File: src/rtl/closed_spline_nearest_segment_unit_defines.svh
// Assertion macros used by the RTL of the nearest segment unit.
// Each macro expects signals named clk and rst in the scope where it is used.
`ifndef CLOSED_SPLINE_NEAREST_SEGMENT_UNIT_DEFINES_SVH
`define CLOSED_SPLINE_NEAREST_SEGMENT_UNIT_DEFINES_SVH

`ifndef ASSERT_OFF
`define ASSERT_IMP(lbl, pre, post) \
  lbl: assert property (@(posedge clk) disable iff (rst) (pre) |-> (post)) \
    else $error("assertion failed");
`define ASSERT_NEXT(lbl, pre, post) \
  lbl: assert property (@(posedge clk) disable iff (rst) (pre) |=> (post)) \
    else $error("assertion failed");
`else
`define ASSERT_IMP(lbl, pre, post)
`define ASSERT_NEXT(lbl, pre, post)
`endif

`endif

File: src/rtl/csns_pkg.sv
`default_nettype none
package csns_pkg;

  // Polyline resolution (power of two) and derived widths
  localparam int SEGMENTS   = 64;
  localparam int SEG_W      = $clog2(SEGMENTS);
  localparam int T_SHIFT    = 16 - SEG_W;
  localparam int MAX_POINTS = 24;
  localparam int PT_W       = $clog2(MAX_POINTS);
  localparam int DIV_STEPS  = 16;
  localparam int DIVC_W     = $clog2(DIV_STEPS);

  typedef struct packed {
    logic [14:0] query_x;
    logic [14:0] query_y;
  } in_word_t;

  typedef struct packed {
    logic [5:0]  segment_index;
    logic [30:0] nearest_dist_sq;
  } out_word_t;

  typedef enum logic [3:0] {
    ST_IDLE, ST_COEF, ST_MUL1, ST_MUL2, ST_MUL3, ST_SUM, ST_VEC, ST_DOT,
    ST_LSUM, ST_CLAMP, ST_DIV, ST_FOOT, ST_DIFF, ST_SQ, ST_CMP, ST_FINISH
  } state_t;

  typedef enum logic [3:0] {
    OP_IDLE, OP_LOAD, OP_COEF, OP_MUL1, OP_MUL2, OP_MUL3, OP_SUM, OP_VEC,
    OP_DOT, OP_LSUM, OP_CLAMP, OP_DIV, OP_FOOT, OP_DIFF, OP_SQ, OP_CMP_OUT
  } op_t;

  typedef struct packed {
    op_t              op;
    logic             first;
    logic             last;
    logic [SEG_W-1:0] seg;
  } cmd_t;

  typedef struct packed {
    logic div_need;
  } status_t;

  localparam logic [PT_W-1:0] CURVE_COUNT [4] = '{5'd13, 5'd24, 5'd23, 5'd24};

  // Control points {x, y}, integer pixels
  localparam logic [17:0] CURVE_PTS [4][MAX_POINTS] = '{
    '{ {9'd160,9'd199},{9'd225,9'd199},{9'd275,9'd190},{9'd292,9'd154},
       {9'd292,9'd88}, {9'd275,9'd52}, {9'd225,9'd43}, {9'd95,9'd43},
       {9'd45,9'd52},  {9'd28,9'd88},  {9'd28,9'd154}, {9'd45,9'd190},
       {9'd95,9'd199}, 18'd0, 18'd0, 18'd0, 18'd0, 18'd0, 18'd0, 18'd0,
       18'd0, 18'd0, 18'd0, 18'd0 },
    '{ {9'd160,9'd198},{9'd220,9'd198},{9'd254,9'd197},{9'd276,9'd188},
       {9'd287,9'd174},{9'd289,9'd159},{9'd284,9'd143},{9'd270,9'd125},
       {9'd239,9'd99}, {9'd207,9'd73}, {9'd187,9'd58}, {9'd174,9'd52},
       {9'd160,9'd50}, {9'd146,9'd52}, {9'd133,9'd59}, {9'd121,9'd73},
       {9'd101,9'd101},{9'd85,9'd124}, {9'd72,9'd144}, {9'd64,9'd161},
       {9'd63,9'd175}, {9'd69,9'd187}, {9'd82,9'd195}, {9'd104,9'd198} },
    '{ {9'd160,9'd198},{9'd204,9'd188},{9'd244,9'd174},{9'd270,9'd159},
       {9'd285,9'd137},{9'd289,9'd108},{9'd286,9'd82}, {9'd274,9'd64},
       {9'd258,9'd55}, {9'd235,9'd52}, {9'd198,9'd52}, {9'd160,9'd52},
       {9'd122,9'd52}, {9'd84,9'd52},  {9'd62,9'd56},  {9'd47,9'd66},
       {9'd37,9'd82},  {9'd32,9'd104}, {9'd34,9'd128}, {9'd44,9'd148},
       {9'd61,9'd164}, {9'd89,9'd178}, {9'd124,9'd190}, 18'd0 },
    '{ {9'd160,9'd198},{9'd208,9'd198},{9'd244,9'd197},{9'd266,9'd188},
       {9'd281,9'd171},{9'd288,9'd148},{9'd289,9'd121},{9'd286,9'd94},
       {9'd278,9'd73}, {9'd266,9'd59}, {9'd252,9'd53}, {9'd238,9'd53},
       {9'd219,9'd59}, {9'd188,9'd71}, {9'd151,9'd85}, {9'd113,9'd99},
       {9'd78,9'd112}, {9'd52,9'd124}, {9'd38,9'd138}, {9'd32,9'd154},
       {9'd34,9'd171}, {9'd44,9'd187}, {9'd62,9'd196}, {9'd88,9'd198} }
  };

  // Register indexes
  localparam logic REG_CURVE_SELECT = 1'b0;

endpackage
`default_nettype wire

File: src/rtl/csns_ctrl.sv
`default_nettype none
module csns_ctrl (
  input  wire logic               clk,
  input  wire logic               rst,
  input  wire logic               in_valid,
  output logic                    in_ready,
  output logic                    out_valid,
  input  wire logic               out_ready,
  input  wire csns_pkg::status_t  status,
  output csns_pkg::cmd_t          cmd
);

  csns_pkg::state_t               state, state_next;
  logic                           first;
  logic [csns_pkg::SEG_W-1:0]     seg;
  logic [csns_pkg::DIVC_W-1:0]    divc;
  logic                           last;
  logic                           out_free;

  assign last     = (seg == csns_pkg::SEG_W'(csns_pkg::SEGMENTS - 1));
  assign out_free = !out_valid || out_ready;
  assign in_ready = (state == csns_pkg::ST_IDLE);

  // Next state
  always_comb begin
    state_next = state;
    unique case (state)
      csns_pkg::ST_IDLE:   if (in_valid) state_next = csns_pkg::ST_COEF;
      csns_pkg::ST_COEF:   state_next = csns_pkg::ST_MUL1;
      csns_pkg::ST_MUL1:   state_next = csns_pkg::ST_MUL2;
      csns_pkg::ST_MUL2:   state_next = csns_pkg::ST_MUL3;
      csns_pkg::ST_MUL3:   state_next = csns_pkg::ST_SUM;
      csns_pkg::ST_SUM:    state_next = first ? csns_pkg::ST_COEF : csns_pkg::ST_VEC;
      csns_pkg::ST_VEC:    state_next = csns_pkg::ST_DOT;
      csns_pkg::ST_DOT:    state_next = csns_pkg::ST_LSUM;
      csns_pkg::ST_LSUM:   state_next = csns_pkg::ST_CLAMP;
      csns_pkg::ST_CLAMP:
        state_next = status.div_need ? csns_pkg::ST_DIV : csns_pkg::ST_FOOT;
      csns_pkg::ST_DIV:
        if (divc == csns_pkg::DIVC_W'(csns_pkg::DIV_STEPS - 1)) begin
          state_next = csns_pkg::ST_FOOT;
        end
      csns_pkg::ST_FOOT:   state_next = csns_pkg::ST_DIFF;
      csns_pkg::ST_DIFF:   state_next = csns_pkg::ST_SQ;
      csns_pkg::ST_SQ:     state_next = csns_pkg::ST_CMP;
      csns_pkg::ST_CMP:    state_next = last ? csns_pkg::ST_FINISH : csns_pkg::ST_COEF;
      csns_pkg::ST_FINISH: if (out_free) state_next = csns_pkg::ST_IDLE;
      default:             state_next = csns_pkg::ST_IDLE;
    endcase
  end

  // Command outputs
  always_comb begin
    cmd.first = first;
    cmd.last  = 1'b0;
    cmd.seg   = seg;
    unique case (state)
      csns_pkg::ST_IDLE:   cmd.op = in_valid ? csns_pkg::OP_LOAD : csns_pkg::OP_IDLE;
      csns_pkg::ST_COEF:   cmd.op = csns_pkg::OP_COEF;
      csns_pkg::ST_MUL1:   cmd.op = csns_pkg::OP_MUL1;
      csns_pkg::ST_MUL2:   cmd.op = csns_pkg::OP_MUL2;
      csns_pkg::ST_MUL3:   cmd.op = csns_pkg::OP_MUL3;
      csns_pkg::ST_SUM:    cmd.op = csns_pkg::OP_SUM;
      csns_pkg::ST_VEC:    cmd.op = csns_pkg::OP_VEC;
      csns_pkg::ST_DOT:    cmd.op = csns_pkg::OP_DOT;
      csns_pkg::ST_LSUM:   cmd.op = csns_pkg::OP_LSUM;
      csns_pkg::ST_CLAMP:  cmd.op = csns_pkg::OP_CLAMP;
      csns_pkg::ST_DIV:    cmd.op = csns_pkg::OP_DIV;
      csns_pkg::ST_FOOT:   cmd.op = csns_pkg::OP_FOOT;
      csns_pkg::ST_DIFF:   cmd.op = csns_pkg::OP_DIFF;
      csns_pkg::ST_SQ:     cmd.op = csns_pkg::OP_SQ;
      csns_pkg::ST_CMP:    cmd.op = csns_pkg::OP_CMP_OUT;
      csns_pkg::ST_FINISH: begin
        cmd.op   = out_free ? csns_pkg::OP_CMP_OUT : csns_pkg::OP_IDLE;
        cmd.last = 1'b1;
      end
      default:             cmd.op = csns_pkg::OP_IDLE;
    endcase
  end

  // Sequencer registers
  always_ff @(posedge clk) begin
    if (rst) begin
      state     <= csns_pkg::ST_IDLE;
      first     <= 1'b0;
      seg       <= '0;
      divc      <= '0;
      out_valid <= 1'b0;
    end else begin
      state <= state_next;
      if (state == csns_pkg::ST_IDLE && in_valid) begin
        first <= 1'b1;
        seg   <= '0;
      end
      if (state == csns_pkg::ST_SUM) first <= 1'b0;
      if (state == csns_pkg::ST_CMP) seg <= seg + 1'b1;
      if (state == csns_pkg::ST_CLAMP) divc <= '0;
      if (state == csns_pkg::ST_DIV) divc <= divc + 1'b1;
      if (state == csns_pkg::ST_FINISH && out_free) begin
        out_valid <= 1'b1;
      end else if (out_ready) begin
        out_valid <= 1'b0;
      end
    end
  end

endmodule
`default_nettype wire

File: config.mk
export PLATFORM = sky130hd
export DESIGN_NAME = csns_ctrl
export DESIGN_NICKNAME = d
export VERILOG_FILES = /design/src/rtl/closed_spline_nearest_segment_unit_defines.svh /design/src/rtl/csns_pkg.sv /design/src/rtl/csns_ctrl.sv
export SDC_FILE = /design/constraint.sdc
export NUM_CORES = 1
export LEC_CHECK = 0
export BUFFER_PORTS_ARGS = -buffer_cell sky130_fd_sc_hd__clkbuf_2
export CAP_MARGIN = 20
export CORE_MARGIN = 2
export CORE_UTILIZATION = 30
export DETAILED_ROUTE_END_ITERATION = 8
export PLACE_DENSITY = 0.47
export SYNTH_ARGS = -nofsm -noshare
export SYNTH_HDL_FRONTEND = slang
export SYNTH_SLANG_ARGS = --single-unit
File: constraint.sdc
create_clock -name clk -period 2.2 [get_ports clk]
set_input_delay 0.44 -clock clk [delete_from_list [all_inputs] [get_ports clk]]
set_output_delay 0.44 -clock clk [all_outputs]
set_load 0.1 [all_outputs]
==> flow_metrics.py, run 1 <==
metrics = {
    "place": {
        "dp.cells": 188,
        "port_buffers": 18,
        "gp_congestion": 0.780,
        "post-place-ws_ns": 0.455,
        "hpwlAfterDp_um": 1860,
        "placed_area_um2": 1270,
    },
    "clocking": {
        "cts_root_buf": "clkbuf_4",
        "hold_buffers": 0,
        "clkSinkCount": 16,
        "insertion_delay_ns": 0.30,
        "cts_setup_buffers": 0,
        "cts_htree_levels": 1,
        "clock_path_buffers": 2,
        "cts_inserted_buffers": 3,
        "path_clk_slew_ns": 0.11,
        "cts_tree": "yes",
        "post_cts_resized": 0,
    },
    "floorplanning": {
        "die_y_um": 61.9,
        "initial_core_util_pct": 30.7,
        "die_width_um": 61.9,
        "dieArea_um2": 3840,
        "coreArea_um2": 3280,
        "rows": 21,
        "io_pins": 19,
    },
    "worst_hold_path": {
        "min_path_cells": 3,
        "hold-path-endpoint": "first",
        "min_path_type": "in -> reg",
        "hold_start": "in_valid",
    },
    "critical_path": {
        "crit_path_start_kind": "register",
        "r2r_start": "state[1]",
        "max_stage_delay_ns": 0.51,
        "cpMaxStageDelayCell": "dfxtp_1",
        "regToRegEndpoint": "seg[5]",
        "cp.required_ns": 1.76,
        "arrival_ns": 1.62,
        "crit_path_end_kind": "output pin",
        "cp_max_fo": 16,
        "rrSetupSlack_ns": 0.49,
        "path_delay_family": "flip-flops",
        "reg2regPathDepth": 4,
        "critical_path_class": "reg -> out",
        "path_buf_inv": 2,
        "worstPathCellList": "buf_4 > a31oi_1 > nor2_4 > buf_12",
    },
    "timing": {
        "fin_crit_ns": 2.06,
        "worstMarginPinSlew_ns": 0.539,
        "finalSetupViolCount": 0,
        "hold_viol_final": 0,
        "rsz0062_at_grt": "no",
        "max_slew_margin_pct": 64.2,
        "fmax_mhz": 485,
        "fin_ws_ns": 0.139,
        "finalClockSkew_ns": 0.0114,
        "finalCritPeriodShare_pct": 93.7,
        "finalMaxSlewViolations": 0,
    },
    "layout": {
        "nFillCells": 343,
        "finalInstanceArea_um2": 1310,
        "diodes": 0,
        "final_cell_mix": "a21oi_1 (17), dfxtp_1 (15), nor2_1 (14)",
        "finalNetCount": 154,
        "area_delta_synth_final_pct": 29.8,
        "final_layout_size_suffix_gt1_share_pct": 25.3,
        "final_common_cell": "a21oi_1",
        "fin_cells": 192,
    },
    "logic_synthesis": {
        "syn-cell-area_um2": 1010,
        "synthCells": 129,
        "ys_types": 44,
        "synth_largest_area_cell": "dfxtp_1",
        "syn_nets": 136,
        "seq_area_frac_synth_pct": 31.8,
        "synth-seq-cells": 16,
        "synth_area_leaders": "dfxtp_1 (32%), a21oi_1 (8.9%), nor2_1 (6.3%), nand2_1 (3.4%), nand3_1 (3.0%)",
        "syn_avg_cell_area_um2": 7.81,
        "yosysTopAreaCellShare_pct": 31.8,
        "yosysWarnings": 0,
    },
    "grt": {
        "grt_pass1_wl_um": 4100,
        "antenna_found_initial": 0,
        "grt_usage_pct": 14.5,
        "grt_max_degree": 20,
        "overflow": 0,
        "grt_pass1_vias": 868,
    },
    "detailed_routing": {
        "via_count": 1001,
        "dr.pass1.iters": 4,
        "postRouteAntennaNets": 0,
        "wire_per_inst_um": 13.3,
        "routed_wirelength_um": 2550,
        "viasPerCell": 5.21,
        "drc": 0,
        "drt_iter0_drc": 39,
    },
    "job": {
        "drv_cap": 0,
    },
    "power": {
        "irDropWorstVdd_uv": 363,
        "p_leak_nw": 0.512,
        "powerDensity_nw_per_um2": 1240,
    },
    "outcome": {
        "outcome": "finished, final reports clean",
    },
}
[cells in the mapped netlist]
library cell and instances:
a21oi_1 18, nor2_1 17, dfxtp_1 16, nand2_1 9
nand3_1 6, buf_2 5, nand2b_1 4, o21ai_0 4
nor3_1 3, o21ai_1 3, o31ai_1 3, a311oi_1 2
a31oi_1 2, and2_1 2, buf_1 2, ha_1 2
inv_1 2, o2bb2ai_1 2, o311ai_1 2, a211oi_1 1
a21o_1 1, a21oi_2 1, a22oi_1 1, a2bb2oi_1 1
a41oi_1 1, and2b_1 1, and4b_1 1, and4bb_1 1
buf_4 1, buf_6 1, clkbuf_1 1, inv_2 1
nand3b_1 1, nand4_1 1, nand4b_1 1, nand4b_4 1
nor2b_1 1, nor4_1 1, nor4_2 1, nor4b_1 1
o221a_1 1, o41ai_2 1, or4_1 1, xnor2_1 1
[sequential cells by signal, indices dropped and copies added (netlist names)]
register / flops
out_valid: 1
first: 1
state: 4
divc: 4
seg: 6
[cells by family (layout without fill, tap and decap cells)]
family	count (synthesis)	in the layout	share of synthesized area, %
and+or+nand+nor	53	53	29.6
AOI/OAI and AO/OA	44	44	28.7
DFF	16	16	31.8
buffers and inverters	13	30	6.58
adders and majority gates	2	2	2.48
xor gates and xnor gates	1	1	0.870
[metal layers]
metal,global-route usage (%),wire [um]
met1,21.8,1260
met2,19.9,1200
met3,4.35,91
met4,3.65,0
met5,0,0
[stage by stage]
stage	setup TNS (ns)	power, mW	hold slack [ns]	utilization, %
3_5_place_dp	0	1.41	0.507	38.7
5_1_grt	0	1.69	0.537	39.8
2_1_floorplan	-0.00143	1.12	0.476	-
6_report	0	1.62	0.491	39.8
3_3_place_gp	0	1.41	0.500	38.7
4_1_cts	0	1.63	0.482	39.8
[report_power, final]
part | internal, mW | switching [mW]
logic | 0.344 | 0.686
clock network | 0.101 | 0.107
registers | 0.322 | 0.0564
[how the worst max path moves through the flow]
stage | start | to | slack, ns | depth (start not counted)
3_3_place_gp | out_ready | cmd[9] | 0.47 | 5
5_1_grt | state[1] | cmd[11] | 0.04 | 4
2_1_floorplan | state[3] | seg[3] | -0.001 | 4
6_report | state[1] | cmd[11] | 0.14 | 4
4_1_cts | state[0] | cmd[11] | 0.11 | 4
3_5_place_dp | state[0] | cmd[11] | 0.46 | 4
[area by class of cell]
type | instances | area (um^2) | share of cell area (%)
multi-input combinational | 100 | 663 | 50.7
sequential | 16 | 322 | 24.6
timing repair buffer | 23 | 218 | 16.7
tap | 46 | 57.6 | 4.40
clock buffer | 4 | 36.3 | 2.78
inverter | 3 | 11.3 | 0.861
[worst register-to-register path, cell delays in order, from the launching register on]
cell      delay (ns)
dfxtp_1         0.51
buf_4           0.30
nand4b_4        0.17
or4_1           0.53
a21oi_1         0.15
(Power assumes the default switching activity.)
==> inputs of run 2 (changes only) <==
--- a/config.mk
+++ b/config.mk
@@ -8,9 +8,10 @@
 export BUFFER_PORTS_ARGS = -buffer_cell sky130_fd_sc_hd__clkbuf_2
 export CAP_MARGIN = 20
 export CORE_MARGIN = 2
-export CORE_UTILIZATION = 30
+export CORE_UTILIZATION = 57
 export DETAILED_ROUTE_END_ITERATION = 8
-export PLACE_DENSITY = 0.47
+export MAX_ROUTING_LAYER = met4
+export PLACE_DENSITY = 0.81
 export SYNTH_ARGS = -nofsm -noshare
 export SYNTH_HDL_FRONTEND = slang
 export SYNTH_SLANG_ARGS = --single-unit
==> run 2 against run 1 <==
Net effect: die area is 45% lower; hold slack better by 0.0037 ns; cell area is 2.0% lower.
==> flow_metrics.py, run 2 (same netlist as run 1, synthesis figures left out) <==
metrics = {
    "outcome": {
        "outcome": "finished, final reports clean",
    },
    "floorplanning": {
        "io_pins": 19,
        "dieArea_um2": 2120,
        "rows": 15,
        "coreArea_um2": 1690,
        "initial_core_util_pct": 59.6,
        "die_y_um": 46.0,
        "die_width_um": 46.0,
    },
    "grt": {
        "overflow": 0,
        "grt_pass1_vias": 913,
        "use_met1_pct": 34.1,
        "grt_max_degree": 18,
        "grt_util_met3_pct": 5.16,
        "grt-busiest-layer": "met2",
        "met2_usage_pct": 40.0,
        "grt_usage_pct": 26.8,
        "antenna_found_initial": 0,
        "grt_pass1_wl_um": 3950,
    },
    "clocking": {
        "path_clk_slew_ns": 0.11,
        "clkSinkCount": 16,
        "cts_root_buf": "clkbuf_4",
        "insertion_delay_ns": 0.30,
        "cts_inserted_buffers": 3,
        "cts_htree_levels": 1,
        "clock_path_buffers": 2,
        "cts_setup_buffers": 0,
        "cts_tree": "yes",
    },
    "timing": {
        "finalCritPeriodShare_pct": 93.2,
        "finalSetupViolCount": 0,
        "fin_ws_ns": 0.150,
        "timing.hold.ws_ns": 0.495,
        "finalClockSkew_ns": 0.0102,
        "fin_crit_ns": 2.05,
        "max_slew_margin_pct": 63.9,
        "rsz0062_at_grt": "no",
        "finalMaxSlewViolations": 0,
        "hold_viol_final": 0,
        "fmax_mhz": 488,
        "worstMarginPinSlew_ns": 0.544,
        "setup_tns_ns": 0,
    },
    "place": {
        "placed_area_um2": 1240,
        "dp.cells": 160,
        "port_buffers": 18,
        "hpwlAfterDp_um": 1760,
        "gp_congestion": 0.854,
        "post-place-ws_ns": 0.416,
    },
    "critical_path": {
        "worstSetupStartpoint": "state[2]",
        "arrival_ns": 1.61,
        "critical_path_class": "reg -> out",
        "cp_max_fo": 10,
        "crit_path_end_kind": "output pin",
        "regToRegEndpoint": "state[3]",
        "worstPathCellList": "buf_4 > nor4_4 > buf_12",
        "r2r_start": "state[2]",
        "reg2regPathDepth": 5,
        "max_stage_delay_ns": 0.45,
        "crit_path_start_kind": "register",
        "cp.required_ns": 1.76,
        "cpMaxStageDelayCell": "nor4_4",
        "rrSetupSlack_ns": 0.53,
    },
    "worst_hold_path": {
        "min_path_cells": 2,
        "hold_start": "rst",
        "min_path_type": "in -> reg",
        "hold-path-endpoint": "state[2]",
    },
    "layout": {
        "reg.largest.list": "seg x6, divc x4, state x4",
        "finalInstanceArea_um2": 1280,
        "area_delta_synth_final_pct": 27.2,
        "nFillCells": 109,
        "final_layout_size_suffix_gt1_share_pct": 26.5,
        "final_util_pct": 75.9,
        "regMostFlops": "seg",
        "final_common_cell": "a21oi_1",
        "diodes": 0,
        "fin_cells": 164,
        "finalNetCount": 155,
        "largest_register_ffs": 6,
        "final_cell_mix": "a21oi_1 (17), dfxtp_1 (15), nor2_1 (13)",
    },
    "power": {
        "p_sw_mw": 0.843,
        "p_seq_share_pct": 22.9,
        "internal_power_mw": 0.777,
        "powerDensity_nw_per_um2": 1260,
        "power_mw": 1.62,
        "power_frac_comb_pct": 64.5,
        "p_sw_share_pct": 52.0,
        "p_leak_nw": 0.517,
        "p_clk_share_pct": 12.6,
        "irDropWorstVdd_uv": 1090,
    },
    "job": {
        "drv_cap": 0,
    },
    "detailed_routing": {
        "dr.pass1.iters": 4,
        "drt_iter0_drc": 23,
        "postRouteAntennaNets": 0,
        "via_count": 1038,
        "drc": 0,
        "viasPerCell": 6.33,
        "routed_wirelength_um": 2370,
        "wire_per_inst_um": 14.4,
    },
}
## run 2: cell count changes in the layout (fill, tap and decap cells not counted), sizes merged
cell	before	now
buf	11	12
## run 2: cell type report
cell class              instances  area [um^2]  share of cell area (%)
clock buffers                   4         36.3                    2.83
well taps                      17         21.3                    1.66
repair buffers                 24          225                    17.6
inverters                       3         11.3                   0.879
flip-flops and latches         16          322                    25.1
multi-input cells             100          666                    52.0
## run 2: how the worst max path moves through the flow
stage | endpoint | slack (ns) | cells past startpoint
6_report | in_ready | 0.15 | 3
5_1_grt | in_ready | 0.08 | 3
4_1_cts | cmd[11] | 0.08 | 4
3_5_place_dp | cmd[11] | 0.42 | 4
3_3_place_gp | cmd[11] | 0.47 | 4
2_1_floorplan | seg[3] | -0.001 | 4
## run 2: metal layers
metal	share of wire [%]	routed length [um]
met3	3.3	78
met1	46	1100
met5	0	0
met4	2.4	58
met2	48	1130
## run 2: critical path, delay by kind of cell, from the launching register on
family | cells | cell delay, ns
buf+inv | 2 | 0.45
flops | 1 | 0.40
simple gates | 1 | 0.45
## run 2: power by group through the flow
| stage | clock network (mW) | registers [mW] | logic, mW |
|---|---|---|---|
| 2_1_floorplan | 0 | 0.368 | 0.751 |
| 3_3_place_gp | 0 | 0.373 | 1.03 |
| 3_5_place_dp | 0 | 0.374 | 1.04 |
| 4_1_cts | 0.204 | 0.367 | 1.04 |
| 5_1_grt | 0.222 | 0.377 | 1.09 |
| 6_report | 0.204 | 0.371 | 1.05 |
## run 2: what timing repair did
item,4_1_cts,5_1_grt
hold buffers,0,0
resized for setup,0,2
setup endpoints to repair,0,1
